--- src/hdl/assert_macros.svh ---
// Assertion helpers for the RTL files; cds_seq.sv includes them.
`ifndef ASSERT_MACROS_SVH
`define ASSERT_MACROS_SVH

// Concurrent check sampled on the rising clock edge and ignored while reset is high.
`define ASSERT_CLK(label, clk, rst, prop, msg) \
   label: assert property (@(posedge clk) disable iff (rst) prop) else $error(msg);

// Concurrent implication check sampled on the rising clock edge.
`define ASSERT_IMPL(label, clk, rst, ante, cons, msg) \
   label: assert property (@(posedge clk) disable iff (rst) (ante) |-> (cons)) else $error(msg);

`endif

--- src/hdl/cds_pkg.sv ---
package cds_pkg;

   localparam int COUNT_BITS = 16;
   localparam int OP_W       = 3;
   localparam int DAY_W      = 5;
   localparam int MONTH_W    = 4;
   localparam int YEAR_W     = 14;
   localparam int RES_W      = 9;
   localparam int UNIT_W     = 10;
   localparam int SUB_W      = COUNT_BITS + UNIT_W;
   localparam int REM_W      = COUNT_BITS + 3;

   localparam logic [YEAR_W-1:0]  YEAR_MAX       = 14'd9999;
   localparam logic [YEAR_W-1:0]  LEAP_PERIOD    = 14'd400;
   localparam logic [REM_W-1:0]   WEEK_DAYS      = REM_W'(7);
   localparam logic [UNIT_W-1:0]  UNIT_YEAR      = 10'd1;
   localparam logic [UNIT_W-1:0]  UNIT_DECADE    = 10'd10;
   localparam logic [UNIT_W-1:0]  UNIT_CENTURY   = 10'd100;
   localparam logic [UNIT_W-1:0]  UNIT_MILLENNIUM = 10'd1000;

   typedef enum logic [OP_W-1:0] {
      OP_DAY, OP_WEEK, OP_MONTH, OP_YEAR, OP_DECADE, OP_CENTURY, OP_MILLENNIUM, OP_NONE
   } op_type;

   typedef struct packed {
      logic [DAY_W-1:0]   day;
      logic [MONTH_W-1:0] month;
      logic [YEAR_W-1:0]  year;
   } date_type;

   typedef struct packed {
      op_type                op;
      logic [COUNT_BITS-1:0] count;
      date_type              date;
   } req_type;

   typedef struct packed {
      date_type date;
      logic     underflow;
   } rsp_type;

   // The argument is the year modulo 400.
   function automatic logic is_leap(input logic [RES_W-1:0] res);
      is_leap = (res[1:0] == 2'b00) && (res != 9'd100) && (res != 9'd200) && (res != 9'd300);
   endfunction

   function automatic logic [DAY_W-1:0] month_days(input logic [MONTH_W-1:0] month,
                                                   input logic leap);
      case (month)
         4'd2: begin
            month_days = leap ? 5'd29 : 5'd28;
         end
         4'd4, 4'd6, 4'd9, 4'd11: begin
            month_days = 5'd30;
         end
         default: begin
            month_days = 5'd31;
         end
      endcase
   endfunction

endpackage

--- src/hdl/cds_day_step.sv ---
module cds_day_step (
   input  cds_pkg::date_type          cur,
   input  logic [cds_pkg::RES_W-1:0]  res,
   output cds_pkg::date_type          nxt,
   output logic [cds_pkg::RES_W-1:0]  res_nxt,
   output logic                       underflow
);

   logic [cds_pkg::MONTH_W-1:0] prev_month;

   assign prev_month = cur.month - cds_pkg::MONTH_W'(1);

   always_comb begin
      nxt       = cur;
      res_nxt   = res;
      underflow = 1'b0;
      if (cur.day > cds_pkg::DAY_W'(1)) begin
         nxt.day = cur.day - cds_pkg::DAY_W'(1);
      end else if (cur.month > cds_pkg::MONTH_W'(1)) begin
         nxt.month = prev_month;
         nxt.day   = cds_pkg::month_days(prev_month, cds_pkg::is_leap(res));
      end else if (cur.year <= cds_pkg::YEAR_W'(1)) begin
         underflow = 1'b1;
      end else begin
         nxt.year  = cur.year - cds_pkg::YEAR_W'(1);
         nxt.month = cds_pkg::MONTH_W'(12);
         nxt.day   = cds_pkg::DAY_W'(31);
         res_nxt   = (res == '0) ? cds_pkg::RES_W'(399) : res - cds_pkg::RES_W'(1);
      end
   end

endmodule

--- src/hdl/cds_seq.sv ---
`include "assert_macros.svh"

module cds_seq (
   input  logic              clock,
   input  logic              reset,
   input  logic              req_valid,
   input  cds_pkg::req_type  req,
   output logic              req_ready,
   output logic              done_valid,
   input  logic              out_free,
   output cds_pkg::rsp_type  result
);

   typedef enum logic [2:0] {
      ST_IDLE, ST_REDUCE, ST_CLAMP, ST_YEAR_MUL, ST_YEAR_CMP, ST_MONTH_LOAD, ST_DAYS, ST_DONE
   } state_type;

   state_type                          state_ff, state_in;
   cds_pkg::op_type                    op_ff, op_in;
   logic [cds_pkg::COUNT_BITS-1:0]     cnt_ff, cnt_in;
   cds_pkg::date_type                  date_ff, date_in;
   logic [cds_pkg::YEAR_W-1:0]         res_ff, res_in;
   logic [cds_pkg::REM_W-1:0]          rem_ff, rem_in;
   logic [cds_pkg::SUB_W-1:0]          sub_ff, sub_in;
   logic                               uf_ff, uf_in;

   cds_pkg::date_type                  step_date;
   logic [cds_pkg::RES_W-1:0]          step_res;
   logic                               step_uf;
   logic [cds_pkg::DAY_W-1:0]          cur_len;
   logic [cds_pkg::UNIT_W-1:0]         unit;

   cds_day_step u_day_step (
      .cur       (date_ff),
      .res       (res_ff[cds_pkg::RES_W-1:0]),
      .nxt       (step_date),
      .res_nxt   (step_res),
      .underflow (step_uf)
   );

   assign cur_len = cds_pkg::month_days(date_ff.month,
                                        cds_pkg::is_leap(res_ff[cds_pkg::RES_W-1:0]));

   always_comb begin
      case (op_ff)
         cds_pkg::OP_DECADE: begin
            unit = cds_pkg::UNIT_DECADE;
         end
         cds_pkg::OP_CENTURY: begin
            unit = cds_pkg::UNIT_CENTURY;
         end
         cds_pkg::OP_MILLENNIUM: begin
            unit = cds_pkg::UNIT_MILLENNIUM;
         end
         default: begin
            unit = cds_pkg::UNIT_YEAR;
         end
      endcase
   end

   always_comb begin
      state_in = state_ff;
      op_in    = op_ff;
      cnt_in   = cnt_ff;
      date_in  = date_ff;
      res_in   = res_ff;
      rem_in   = rem_ff;
      sub_in   = sub_ff;
      uf_in    = uf_ff;
      case (state_ff)
         ST_IDLE: begin
            if (req_valid) begin
               op_in    = req.op;
               cnt_in   = req.count;
               uf_in    = 1'b0;
               date_in.day = req.date.day;
               if (req.date.month == '0) begin
                  date_in.month = cds_pkg::MONTH_W'(1);
               end else if (req.date.month > cds_pkg::MONTH_W'(12)) begin
                  date_in.month = cds_pkg::MONTH_W'(12);
               end else begin
                  date_in.month = req.date.month;
               end
               if (req.date.year > cds_pkg::YEAR_MAX) begin
                  date_in.year = cds_pkg::YEAR_MAX;
               end else begin
                  date_in.year = req.date.year;
               end
               res_in = date_in.year;
               if (req.date.year == '0) begin
                  uf_in    = 1'b1;
                  state_in = ST_DONE;
               end else begin
                  state_in = ST_REDUCE;
               end
            end
         end
         ST_REDUCE: begin
            if (res_ff >= cds_pkg::LEAP_PERIOD) begin
               res_in = res_ff - cds_pkg::LEAP_PERIOD;
            end else begin
               state_in = ST_CLAMP;
            end
         end
         ST_CLAMP: begin
            if (date_ff.day == '0) begin
               date_in.day = cds_pkg::DAY_W'(1);
            end else if (date_ff.day > cur_len) begin
               date_in.day = cur_len;
            end
            case (op_ff)
               cds_pkg::OP_DAY: begin
                  rem_in   = cds_pkg::REM_W'(cnt_ff);
                  state_in = ST_DAYS;
               end
               cds_pkg::OP_WEEK: begin
                  rem_in   = cds_pkg::REM_W'(cnt_ff) * cds_pkg::WEEK_DAYS;
                  state_in = ST_DAYS;
               end
               cds_pkg::OP_MONTH: begin
                  state_in = ST_MONTH_LOAD;
               end
               cds_pkg::OP_NONE: begin
                  state_in = ST_DONE;
               end
               default: begin
                  state_in = ST_YEAR_MUL;
               end
            endcase
         end
         ST_YEAR_MUL: begin
            sub_in   = cds_pkg::SUB_W'(cnt_ff) * cds_pkg::SUB_W'(unit);
            state_in = ST_YEAR_CMP;
         end
         ST_YEAR_CMP: begin
            if (sub_ff >= cds_pkg::SUB_W'(date_ff.year)) begin
               uf_in = 1'b1;
            end else begin
               date_in.year = date_ff.year - cds_pkg::YEAR_W'(sub_ff);
            end
            state_in = ST_DONE;
         end
         ST_MONTH_LOAD: begin
            if (cnt_ff == '0) begin
               state_in = ST_DONE;
            end else begin
               cnt_in   = cnt_ff - cds_pkg::COUNT_BITS'(1);
               rem_in   = cds_pkg::REM_W'(cur_len);
               state_in = ST_DAYS;
            end
         end
         ST_DAYS: begin
            if (rem_ff == '0) begin
               state_in = (op_ff == cds_pkg::OP_MONTH) ? ST_MONTH_LOAD : ST_DONE;
            end else if (step_uf) begin
               uf_in    = 1'b1;
               state_in = ST_DONE;
            end else begin
               date_in  = step_date;
               res_in   = cds_pkg::YEAR_W'(step_res);
               rem_in   = rem_ff - cds_pkg::REM_W'(1);
            end
         end
         ST_DONE: begin
            if (out_free) begin
               state_in = ST_IDLE;
            end
         end
         default: begin
            state_in = ST_IDLE;
         end
      endcase
   end

   always_ff @(posedge clock) begin
      if (reset) begin
         state_ff <= ST_IDLE;
      end else begin
         state_ff <= state_in;
      end
      op_ff   <= op_in;
      cnt_ff  <= cnt_in;
      date_ff <= date_in;
      res_ff  <= res_in;
      rem_ff  <= rem_in;
      sub_ff  <= sub_in;
      uf_ff   <= uf_in;
   end

   assign req_ready  = (state_ff == ST_IDLE);
   assign done_valid = (state_ff == ST_DONE);

   always_comb begin
      result.underflow = uf_ff;
      if (uf_ff) begin
         result.date = '0;
      end else begin
         result.date = date_ff;
      end
   end

   `ASSERT_IMPL(a_res_reduced, clock, reset, state_ff == ST_DAYS, res_ff < cds_pkg::LEAP_PERIOD, "year residue not reduced below 400 while stepping days")
   `ASSERT_IMPL(a_date_valid, clock, reset, state_ff == ST_DAYS, date_ff.day != '0 && date_ff.month != '0 && date_ff.month <= cds_pkg::MONTH_W'(12) && date_ff.year != '0, "invalid date while stepping days")
   `ASSERT_CLK(a_rem_count, clock, reset, (state_ff == ST_DAYS && rem_ff != '0 && !step_uf) |=> (rem_ff == $past(rem_ff) - cds_pkg::REM_W'(1)), "day counter did not count down by one")

endmodule

--- src/hdl/calendar_date_subtract_top.sv ---
// Gregorian date decrement. A request carries a valid date, a unit (day, week, month, year,
// decade, century or millennium) and a count, and the response is the date moved back by that
// many units, or 0.0.0 with the underflow flag when it would fall before 1.1.1. Requests are
// handled one at a time by a sequencer around a single one-day-back step unit, so the request
// channel is not ready while a request is in work. Each request first reduces the year modulo
// 400 for the leap rule by repeated subtraction, then takes one day step per cycle: count steps
// for days, 7 x count for weeks and the current month's length per month for months (each month
// also has a load state and a final check), while the year-based units use a multiply and a compare.
// A response register lets the next request enter while the previous response still waits.
module calendar_date_subtract_top (
   input  logic        clock,
   input  logic        reset,
   input  logic        req_tvalid,
   output logic        req_tready,
   input  logic [39:0] req_tdata,  // step_count[15:0], in_day[20:16], in_month[24:21], in_year[38:25]
   input  logic [2:0]  req_tuser,  // op
   output logic        rsp_tvalid,
   input  logic        rsp_tready,
   output logic [23:0] rsp_tdata,  // out_day[4:0], out_month[8:5], out_year[22:9]
   output logic        rsp_tuser   // underflow
);

   cds_pkg::req_type req;
   cds_pkg::rsp_type result;
   cds_pkg::rsp_type rsp_ff;
   logic             rsp_valid_ff;
   logic             done_valid;
   logic             out_free;
   logic             seq_ready;

   assign req.op         = cds_pkg::op_type'(req_tuser);
   assign req.count      = req_tdata[15:0];
   assign req.date.day   = req_tdata[20:16];
   assign req.date.month = req_tdata[24:21];
   assign req.date.year  = req_tdata[38:25];

   assign out_free   = !rsp_valid_ff || rsp_tready;
   assign req_tready = seq_ready;

   cds_seq u_seq (
      .clock      (clock),
      .reset      (reset),
      .req_valid  (req_tvalid),
      .req        (req),
      .req_ready  (seq_ready),
      .done_valid (done_valid),
      .out_free   (out_free),
      .result     (result)
   );

   always_ff @(posedge clock) begin
      if (reset) begin
         rsp_valid_ff <= 1'b0;
      end else if (out_free) begin
         rsp_valid_ff <= done_valid;
      end
      if (out_free && done_valid) begin
         rsp_ff <= result;
      end
   end

   assign rsp_tvalid = rsp_valid_ff;
   assign rsp_tdata  = {1'b0, rsp_ff.date.year, rsp_ff.date.month, rsp_ff.date.day};
   assign rsp_tuser  = rsp_ff.underflow;

endmodule

--- config.mk ---
export PLATFORM = sky130hd
export DESIGN_NAME = calendar_date_subtract_top
export DESIGN_NICKNAME = d
export VERILOG_FILES = /design/src/hdl/cds_pkg.sv /design/src/hdl/cds_day_step.sv /design/src/hdl/cds_seq.sv /design/src/hdl/calendar_date_subtract_top.sv
export VERILOG_INCLUDE_DIRS = /design/src /design/src/hdl
export SDC_FILE = /design/constraint.sdc
export NUM_CORES = 1
export LEC_CHECK = 0
export BUFFER_PORTS_ARGS = -buffer_cell sky130_fd_sc_hd__buf_2
export CAP_MARGIN = 25
export CORE_MARGIN = 2
export CORE_UTILIZATION = 50
export CTS_CLUSTER_SIZE = 20
export DETAILED_ROUTE_END_ITERATION = 10
export HOLD_SLACK_MARGIN = 0.15
export PLACE_DENSITY_LB_ADDON = 0.25
export RECOVER_POWER = 100
export SYNTH_ARGS = -nofsm -noshare
export SYNTH_HDL_FRONTEND = slang
export SYNTH_SLANG_ARGS = --single-unit
--- constraint.sdc ---
create_clock -name clock -period 10.6 [get_ports clock]
set_input_delay 1.59 -clock clock [delete_from_list [all_inputs] [get_ports clock]]
set_output_delay 1.59 -clock clock [all_outputs]
set_load 0.01 [all_outputs]
# Word level (Yosys, flattened, before mapping)
# Cells that the tools add are included.
# classes
add_sub_neg,8
multipliers,2
order_cmp,8
n_eq_ne,44
n_mux,57
reduce_logical,34
# op_table
cell,count
$mux 14,7
$mux 23,4
$pmux 14 s3,2
$mux 19,3
$pmux 19 s3,1
$mux 9,5
$pmux 19 s2,1
$mux 16,2
$pmux 16 s2,1
$pmux 10 s3,1
$ge 26x14->1,1
$mul 16x10->26,1
$eq 3x3->1 const B,8
$pmux 3 s8,1
$pmux 5 s2,2
$logic_not 19->1,1
$mul 16x3->19 const B,1
$sub 19x1->19 const B,1
$mux 18,1
$mux 3,6
$ne 2x2->1 const B,9
$eq 4x3->1 const B,4
$eq 4x4->1 const B,4
$logic_not 16->1,1
other kinds (51),85
# word_totals
regBits,130
input_bits,47
output_inout_bits,27

# Depth between registers and ports, before layout
# Gate-level depths: netlist (run 1).
# depth
word_depth,11
depth_mapped,24

# By module
# A second synthesis (run 1) with hierarchy kept.
# unflattened
cells_unflattened,1548
hier_area_um2,14353.8
# modules_own_cells
module,instances,cells_per_inst,area_per_inst_um2,seq_area_each_um2
cds_seq,1,1352,12478.2,3123.0
cds_day_step,1,165,1088.5,0.0
calendar_date_subtract_top,1,31,787.0,740.7

# Worst setup path after synthesis (run 1)
# No wires, ideal clock.
# synth_timing
path_kind,register -> register
startpoint,reg u_seq.op_ff[2]
endpoint,"reg u_seq.sub_ff[25] (netlist name), data pin"
setup_ps,255
arrival_time_ps,6264
required_time_ps,10345
slack_ps,4081
path_stages_with_launch,24
path_buffers,4
cell_sequence,edfxtp_1 clkbuf_1 nor2b_1 clkbuf_1 buf_1 nand3_1 fa_1 inv_1 fa_1 fa_1 fa_1 inv_1 fa_1 inv_1 ha_1 clkbuf_1 a2111oi_0 o21ai_0 o22ai_1 o31ai_1 a21oi_1 a21oi_1 or4_1 and3_1
# synth_between
elab_chain_len,3
elab_cells_between_ends,5
cone_classes,1 x mul; 3 x eq/ne; 1 x mux
# synth_rtl
item,line,text
from (decl),cds_seq.sv:19,"cds_pkg::op_type op_ff, op_in;"
from (signal assigned),cds_seq.sv:181,op_ff <= op_in;
$eq 3x3->1,cds_seq.sv:45,case (op_ff)
$pmux 10 s3 (*),cds_seq.sv:45,
$mul 16x10->26 (*),cds_seq.sv:132,sub_in = cds_pkg::SUB_W'(cnt_ff) * cds_pkg::SUB_W'(unit);
to (signal assigned),cds_seq.sv:186,sub_ff <= sub_in;
to (decl),cds_seq.sv:24,"logic [cds_pkg::SUB_W-1:0] sub_ff, sub_in;"
# Every way passes the cells marked *; elsewhere a longest branch is shown, timed or not.
# A chain may end at the register's enable or synchronous reset.

# Worst setup path after layout (run 1)
# layout_timing
startpoint,reg u_seq.op_ff[1]
endpoint,"reg u_seq.sub_ff[25] (netlist name), data pin"
# Same word-level chain as after synthesis.

==> results of run 1 <==
==> metrics by stage <==
stage                     hold slack (ns)  cell area (µm²)
final                              0.6521            15120
after global routing               0.6644            15120
after CTS                          0.6142            15190
after detailed placement           0.6011            14620
after global placement             0.6104            14620
after floorplan                    0.5148            13970
==> power by group through the flow <==
stage / registers [mW] / clock network [mW] / logic, mW
after floorplan: 0.985 / 0 / 2.36
after global placement: 1.10 / 0 / 2.83
after detailed placement: 1.11 / 0 / 2.88
after CTS: 1.10 / 0.585 / 2.91
after global routing: 1.13 / 0.609 / 3.31
final: 1.10 / 0.580 / 2.90
==> worst max path at each step <==
| stage | from | to | cells past startpoint |
|---|---|---|---|
| 3_3_place_gp | u_seq.op_ff[2] | u_seq.sub_ff[25] | 20 |
| 2_1_floorplan | u_seq.op_ff[2] | u_seq.sub_ff[25] | 23 |
| 6_report | u_seq.op_ff[1] | u_seq.sub_ff[25] | 20 |
| 3_5_place_dp | u_seq.op_ff[2] | u_seq.sub_ff[25] | 20 |
| 5_1_grt | u_seq.op_ff[1] | u_seq.sub_ff[25] | 20 |
| 4_1_cts | u_seq.op_ff[2] | u_seq.sub_ff[25] | 20 |
==> sequential cells by signal (all words and copies together), names as in the netlist <==
name            flops
rsp_tdata          23
u_seq.res_ff       14
u_seq.rem_ff       19
u_seq.cnt_ff       16
u_seq.uf_ff         1
rsp_tvalid          1
u_seq.op_ff         3
u_seq.state_ff      3
rsp_tuser           1
u_seq.date_ff      23
u_seq.sub_ff       26
==> layer usage <==
metal	vias up	GRT usage (%)	routed length (µm)
met5	-	0	0
met4	0	6.190	631
met3	43	2.730	1669
met2	309	37.59	15350
met1	5202	31.05	14450
li1	5280	-	-
==> critical path, cell delays in order, from the launching register on <==
cell and delay (ns):
edfxtp_1 0.32, clkbuf_1 1.11, xor2_1 0.21, nand2_1 0.58, nor2_1 0.14, ha_1 0.35, fa_1 0.49, fa_1 0.52
fa_1 0.54, inv_1 0.05, fa_1 0.53, inv_1 0.04, ha_1 0.39, a2111oi_0 0.43, o21ai_0 0.15, o22ai_1 0.16
o31ai_1 0.15, a21oi_1 0.17, a21oi_1 0.12, or4_1 0.51, and3_1 0.16
==> synth_stat cells, types with 17 or more instances <==
library cell / instances
ha_1: 155
fa_1: 106
o21ai_0: 91
xnor2_1: 67
clkbuf_1: 50
and3_1: 17
nor2_1: 132
nor2b_1: 19
a21oi_1: 68
nand2b_1: 20
nand2_1: 136
or2_2: 18
nand3_1: 30
nor3_1: 29
a22oi_1: 17
inv_1: 184
xor2_1: 34
a21o_1: 20
edfxtp_1: 126
==> kinds of logic after synthesis <==
logic type / Yosys count
other: 1
AO/OA/AOI/OAI: 311
adder cells (fa/ha/maj): 261
multiplexers: 5
buffers and inverters: 241
XOR/XNOR: 101
AND/OR/NAND/NOR: 463
flip-flops: 130
==> layout make-up <==
class | count | area, µm²
Clock buffer | 17 | 425.4
Clock inverter | 15 | 141.4
Fill cell | 2566 | 12510
Inverter | 184 | 690.7
Multi-Input combinational cell | 1142 | 9173
Sequential cell | 130 | 3864
Tap cell | 378 | 473.0
Timing Repair Buffer | 78 | 350.3
==> layout by cell type (no fill, tap or decap), drive strengths merged, types with 30 or more instances in the layout <==
cell / Yosys / routed
inv: 184 / 185
ha: 155 / 155
nand2: 136 / 136
nor2: 132 / 132
edfxtp: 126 / 126
fa: 106 / 106
o21ai: 91 / 91
a21oi: 68 / 68
xnor2: 67 / 67
clkbuf: 50 / 51
buf: 7 / 44
xor2: 34 / 34
nand3: 30 / 30
nor3: 30 / 30
==> impl_metrics.toml, run 1 <==
[placed_design]
portBuffers = 71
post-place-ws_ns = 3.737
place.gp.congestion = 0.8791
place_inst = 1911
post-dp-hpwl_um = 25070

[setup_path]
start_kind = "flop"
ff2ff_setup_slack_ns = 3.19
r2r_end = "u_seq.sub_ff[25]"
rr_startpoint = "u_seq.op_ff[1]"
path_max_fanout = 38
critPathKind = "flop to flop"
arrival_ns = 7.58
cp-end-kind = "flop"
cp.required_ns = 10.78
reg2regPathDepth = 20

[run_status]
status = "finished, violations left"
violations = "capacitance limit, slew limit"

[min_path]
whs_path_depth = 2
worstHoldStart = "rsp_tvalid"
holdCritPathClass = "flop to flop"
holdPathEnd = "rsp_tvalid"

[drt]
routed_via_density = 5.573
final_antenna_net_count = 0
drt_first_pass_iters = 6
drc = 0
drt_iter0_drc = 777
avgRoutedWirePerCell_um = 16.51
num_vias = 10834
drt_wl_total_um = 32100

[global_route]
first_global_vias = 10417
grt_pass1_wl_um = 52290
grt-ovfl-total = 0
grt.total_usage_pct = 22.53
antenna_found_initial = 0
grt_max_degree = 39

[yosys]
async_flop_share_pct = 0
synth.top_cells.by_area = "edfxtp_1 27%, fa_1 15%, ha_1 14%"
synth_top_cell_by_area = "edfxtp_1"
ys_seq_area_share_pct = 27.67
synthCells = 1513
synth_cell_types = 64
syn_nets = 1821
synthMuxAreaShare_pct = 0.3584
yosys.area_share.adder_pct = 29.08
synth_top_family_by_area = "adder cells"
synth_area_um2 = 13970
synth_edf_count = 126
synth_xor_area_share_pct = 6.334
synth-simple-area-share_pct = 15.85
synth_compound_area_share_pct = 14.14
synth_area_per_cell_um2 = 9.231
synth_flop_cell = "edfxtp_1"
synth-seq-cells = 130
ys_warn_count = 0
synth_top_area_share_pct = 27.09

[power]
intPower_mw = 2.405
power.total_mw = 4.584
seq_power_share_pct = 24.1
p_clk_share_pct = 12.7
p_comb_share_pct = 63.3
ir_drop_v = 0.0001734
p_sw_share_pct = 47.53
powerDensity_nw_per_um2 = 303.2
switchingPower_mw = 2.179
cellLeakagePower_nw = 6.871

[finish]
diodes = 0
fin_cells = 1944
final_util_pct = 54.71
drive_gt1_share_pct = 6.194
final_nets = 1861
syn2layout_area_growth_pct = 8.242

[sta]
max_freq_mhz = 135.0
period_share_pct = 69.87
finalHoldViolCount = 0
setup_violations = 0
setup_ws_ns = 3.194
finClkSkew_ns = 0.01681
rsz0062_at_grt = "no"
slew_headroom_pct = -12.89
slew_viol_final = 76
fin_tns_setup_ns = 0
tightestPinTransition_ns = 1.693
min_period_ns = 7.406

[clocking]
numCtsBuffers = 17
cts_resized = 0
htree_num_levels = 4
cts_setup_buffers = 0
cts_tree = "built"
cts_root_buf = "clkbuf_16"
ctsHoldBuffers = 0
ctsLongestPathBuffers = 2
clock_latency_ns = 0.43
numClockSinks = 130
path_clk_slew_ns = 0.06

[floorplan]
fp.dieW_um = 171.1
pin_count = 74
num_rows = 61
die_area_um2 = 29290
die-height_um = 171.1
initial_utilization_pct = 50.55
coreArea_um2 = 27630

[run]
drv_cap = 2
(Power assumes the default switching activity.)
==> inputs of run 2 (changes only) <==
Clock period 10.6 ns to 7 ns, I/O delays scaled along.
==> run 2 against run 1 <==
The run still ends with capacitance limit, slew limit left. Hold slack got worse by 0.045 ns. Critical path type unchanged. Sequential power rose by 46%. Critical endpoint unchanged. Via count rose by 1.5%. Global-route usage rose by 0.13 points. Highest routed layer unchanged. Die area did not move. Flip-flop and latch count did not move.
==> impl_metrics.toml, run 2 (same netlist as run 1, synthesis figures left out) <==
[finish]
final_cell_mix = "184 x inv_1, 155 x ha_1, 136 x nand2_1"
drive_gt1_share_pct = 6.953
max_flop_register = "u_seq.sub_ff"
syn2layout_area_growth_pct = 9.487
design_area_um2 = 15290
final_nets = 1877
layout_commonest_cell = "inv_1"
final_util_pct = 55.34
largest_reg_flops = 26

[setup_path]
cp-end-kind = "flop"
start_kind = "flop"
cpPeakStageDelay_ns = 0.54
arrival_ns = 6.65
path_max_fanout = 23
cp.required_ns = 7.18
critPathKind = "flop to flop"
rr_startpoint = "u_seq.op_ff[0]"
path_cells = "nor2b_1 > buf_4 > nand2_1 > or2_2 > fa_1 > inv_1 > fa_1 > fa_1 > fa_1 > inv_1 > fa_1 > inv_1 > ha_1 > a2111oi_0 > o21ai_0 > o22ai_1 > o31ai_1 > a21oi_1 > a21oi_1 > or4_1 > and3_1"
ff2ff_setup_slack_ns = 0.53
slowest_stage = "fa_1"
r2r_end = "u_seq.sub_ff[25]"
crit_top_cell = "fa_1"
reg2regPathDepth = 21

[drt]
drt_first_pass_iters = 6
drc = 0
wl_met1_um = 14690
avgRoutedWirePerCell_um = 16.63
routed_via_density = 5.609
top_layer_used = "met4"
met2WireLength_um = 15630
num_vias = 11000
wl_met3_um = 1689
drt_iter0_drc = 764
drt_wl_total_um = 32610
final_antenna_net_count = 0

[power]
ir_drop_v = 0.0003173
powerDensity_nw_per_um2 = 462.3
cellLeakagePower_nw = 6.957
power.total_mw = 7.069

[sta]
fin_hold_ws_ns = 0.6076
min_period_ns = 6.471
slew_headroom_pct = -18.65
max_freq_mhz = 154.5
slew_viol_final = 37
finalHoldViolCount = 0
setup_violations = 0
rsz0062_at_grt = "no"
tightestPinTransition_ns = 1.780
fin_tns_setup_ns = 0
finClkSkew_ns = 0.01651
period_share_pct = 92.45

[run_status]
status = "finished, violations left"
violations = "capacitance limit, slew limit"

[min_path]
whs_path_depth = 2
worstHoldStart = "rsp_tvalid"
holdCritPathClass = "flop to flop"
holdPathEnd = "rsp_tvalid"

[clocking]
numCtsBuffers = 17
ctsLongestPathBuffers = 2
htree_num_levels = 4
cts_setup_buffers = 0
numClockSinks = 130
ctsHoldBuffers = 0
cts_tree = "built"
path_clk_slew_ns = 0.06
cts_root_buf = "clkbuf_16"
clock_latency_ns = 0.43
cts_resized = 0

[global_route]
antenna_found_initial = 1
first_global_vias = 10328
grt_max_degree = 37
grt-ovfl-total = 0
grt_pass1_wl_um = 52320
grt.total_usage_pct = 22.67

[floorplan]
fp.dieW_um = 171.1
die-height_um = 171.1
coreArea_um2 = 27630
pin_count = 74
num_rows = 61
die_area_um2 = 29290
initial_utilization_pct = 50.55

[placed_design]
portBuffers = 71
place.gp.congestion = 0.8792
post-dp-hpwl_um = 25530
placed_cell_area_um2 = 14740

[run]
drv_cap = 1
## run 2: worst max-delay path by stage
| stage | from | endpoint | depth (start not counted) |
|---|---|---|---|
| after global routing | u_seq.op_ff[0] | u_seq.sub_ff[23] | 22 |
| after floorplan | u_seq.op_ff[2] | u_seq.sub_ff[25] | 23 |
| final | u_seq.op_ff[0] | u_seq.sub_ff[25] | 21 |
| after global placement | u_seq.op_ff[1] | u_seq.sub_ff[25] | 21 |
| after CTS | u_seq.op_ff[0] | u_seq.sub_ff[25] | 20 |
| after detailed placement | u_seq.op_ff[0] | u_seq.sub_ff[25] | 20 |
## run 2: cell type report
| cell class | count | area, µm² |
|---|---|---|
| Tap cell | 378 | 473.0 |
| Clock buffer | 17 | 425.4 |
| Fill cell | 2572 | 12340 |
| Antenna cell | 1 | 2.502 |
| Inverter | 184 | 690.7 |
| Sequential cell | 130 | 3864 |
| Multi-Input combinational cell | 1142 | 9173 |
| Clock inverter | 15 | 202.7 |
| Timing Repair Buffer | 94 | 460.4 |
## run 2: report_power, final
| part | switching (mW) | internal (mW) | total [mW] |
|---|---|---|---|
| combinational | 2.66 | 1.82 | 4.48 |
| sequential | 0.287 | 1.32 | 1.61 |
| clock | 0.379 | 0.600 | 0.979 |
## run 2: layer usage
layer	global-route usage (%)	vias up
li1	-	5319
met1	31.62	5289
met2	37.41	349
met3	2.915	43
met4	5.859	0
met5	0	-
## run 2: critical path: cells and delay by family, from the launching register on
family	cells	cell delay (ns)
flops	1	0.41
fa+ha+maj	6	2.88
compound gates	6	1.32
buf+inv	4	0.39
simple gates	5	1.22
## run 2: per-stage QoR
stage | std cells | setup WS (ns)
2_1_floorplan | 1513 | 0.4806
3_3_place_gp | 1927 | 0.7551
3_5_place_dp | 1927 | 0.6758
4_1_cts | 1959 | 0.6412
5_1_grt | 1961 | 0.1873
6_report | 1961 | 0.5285
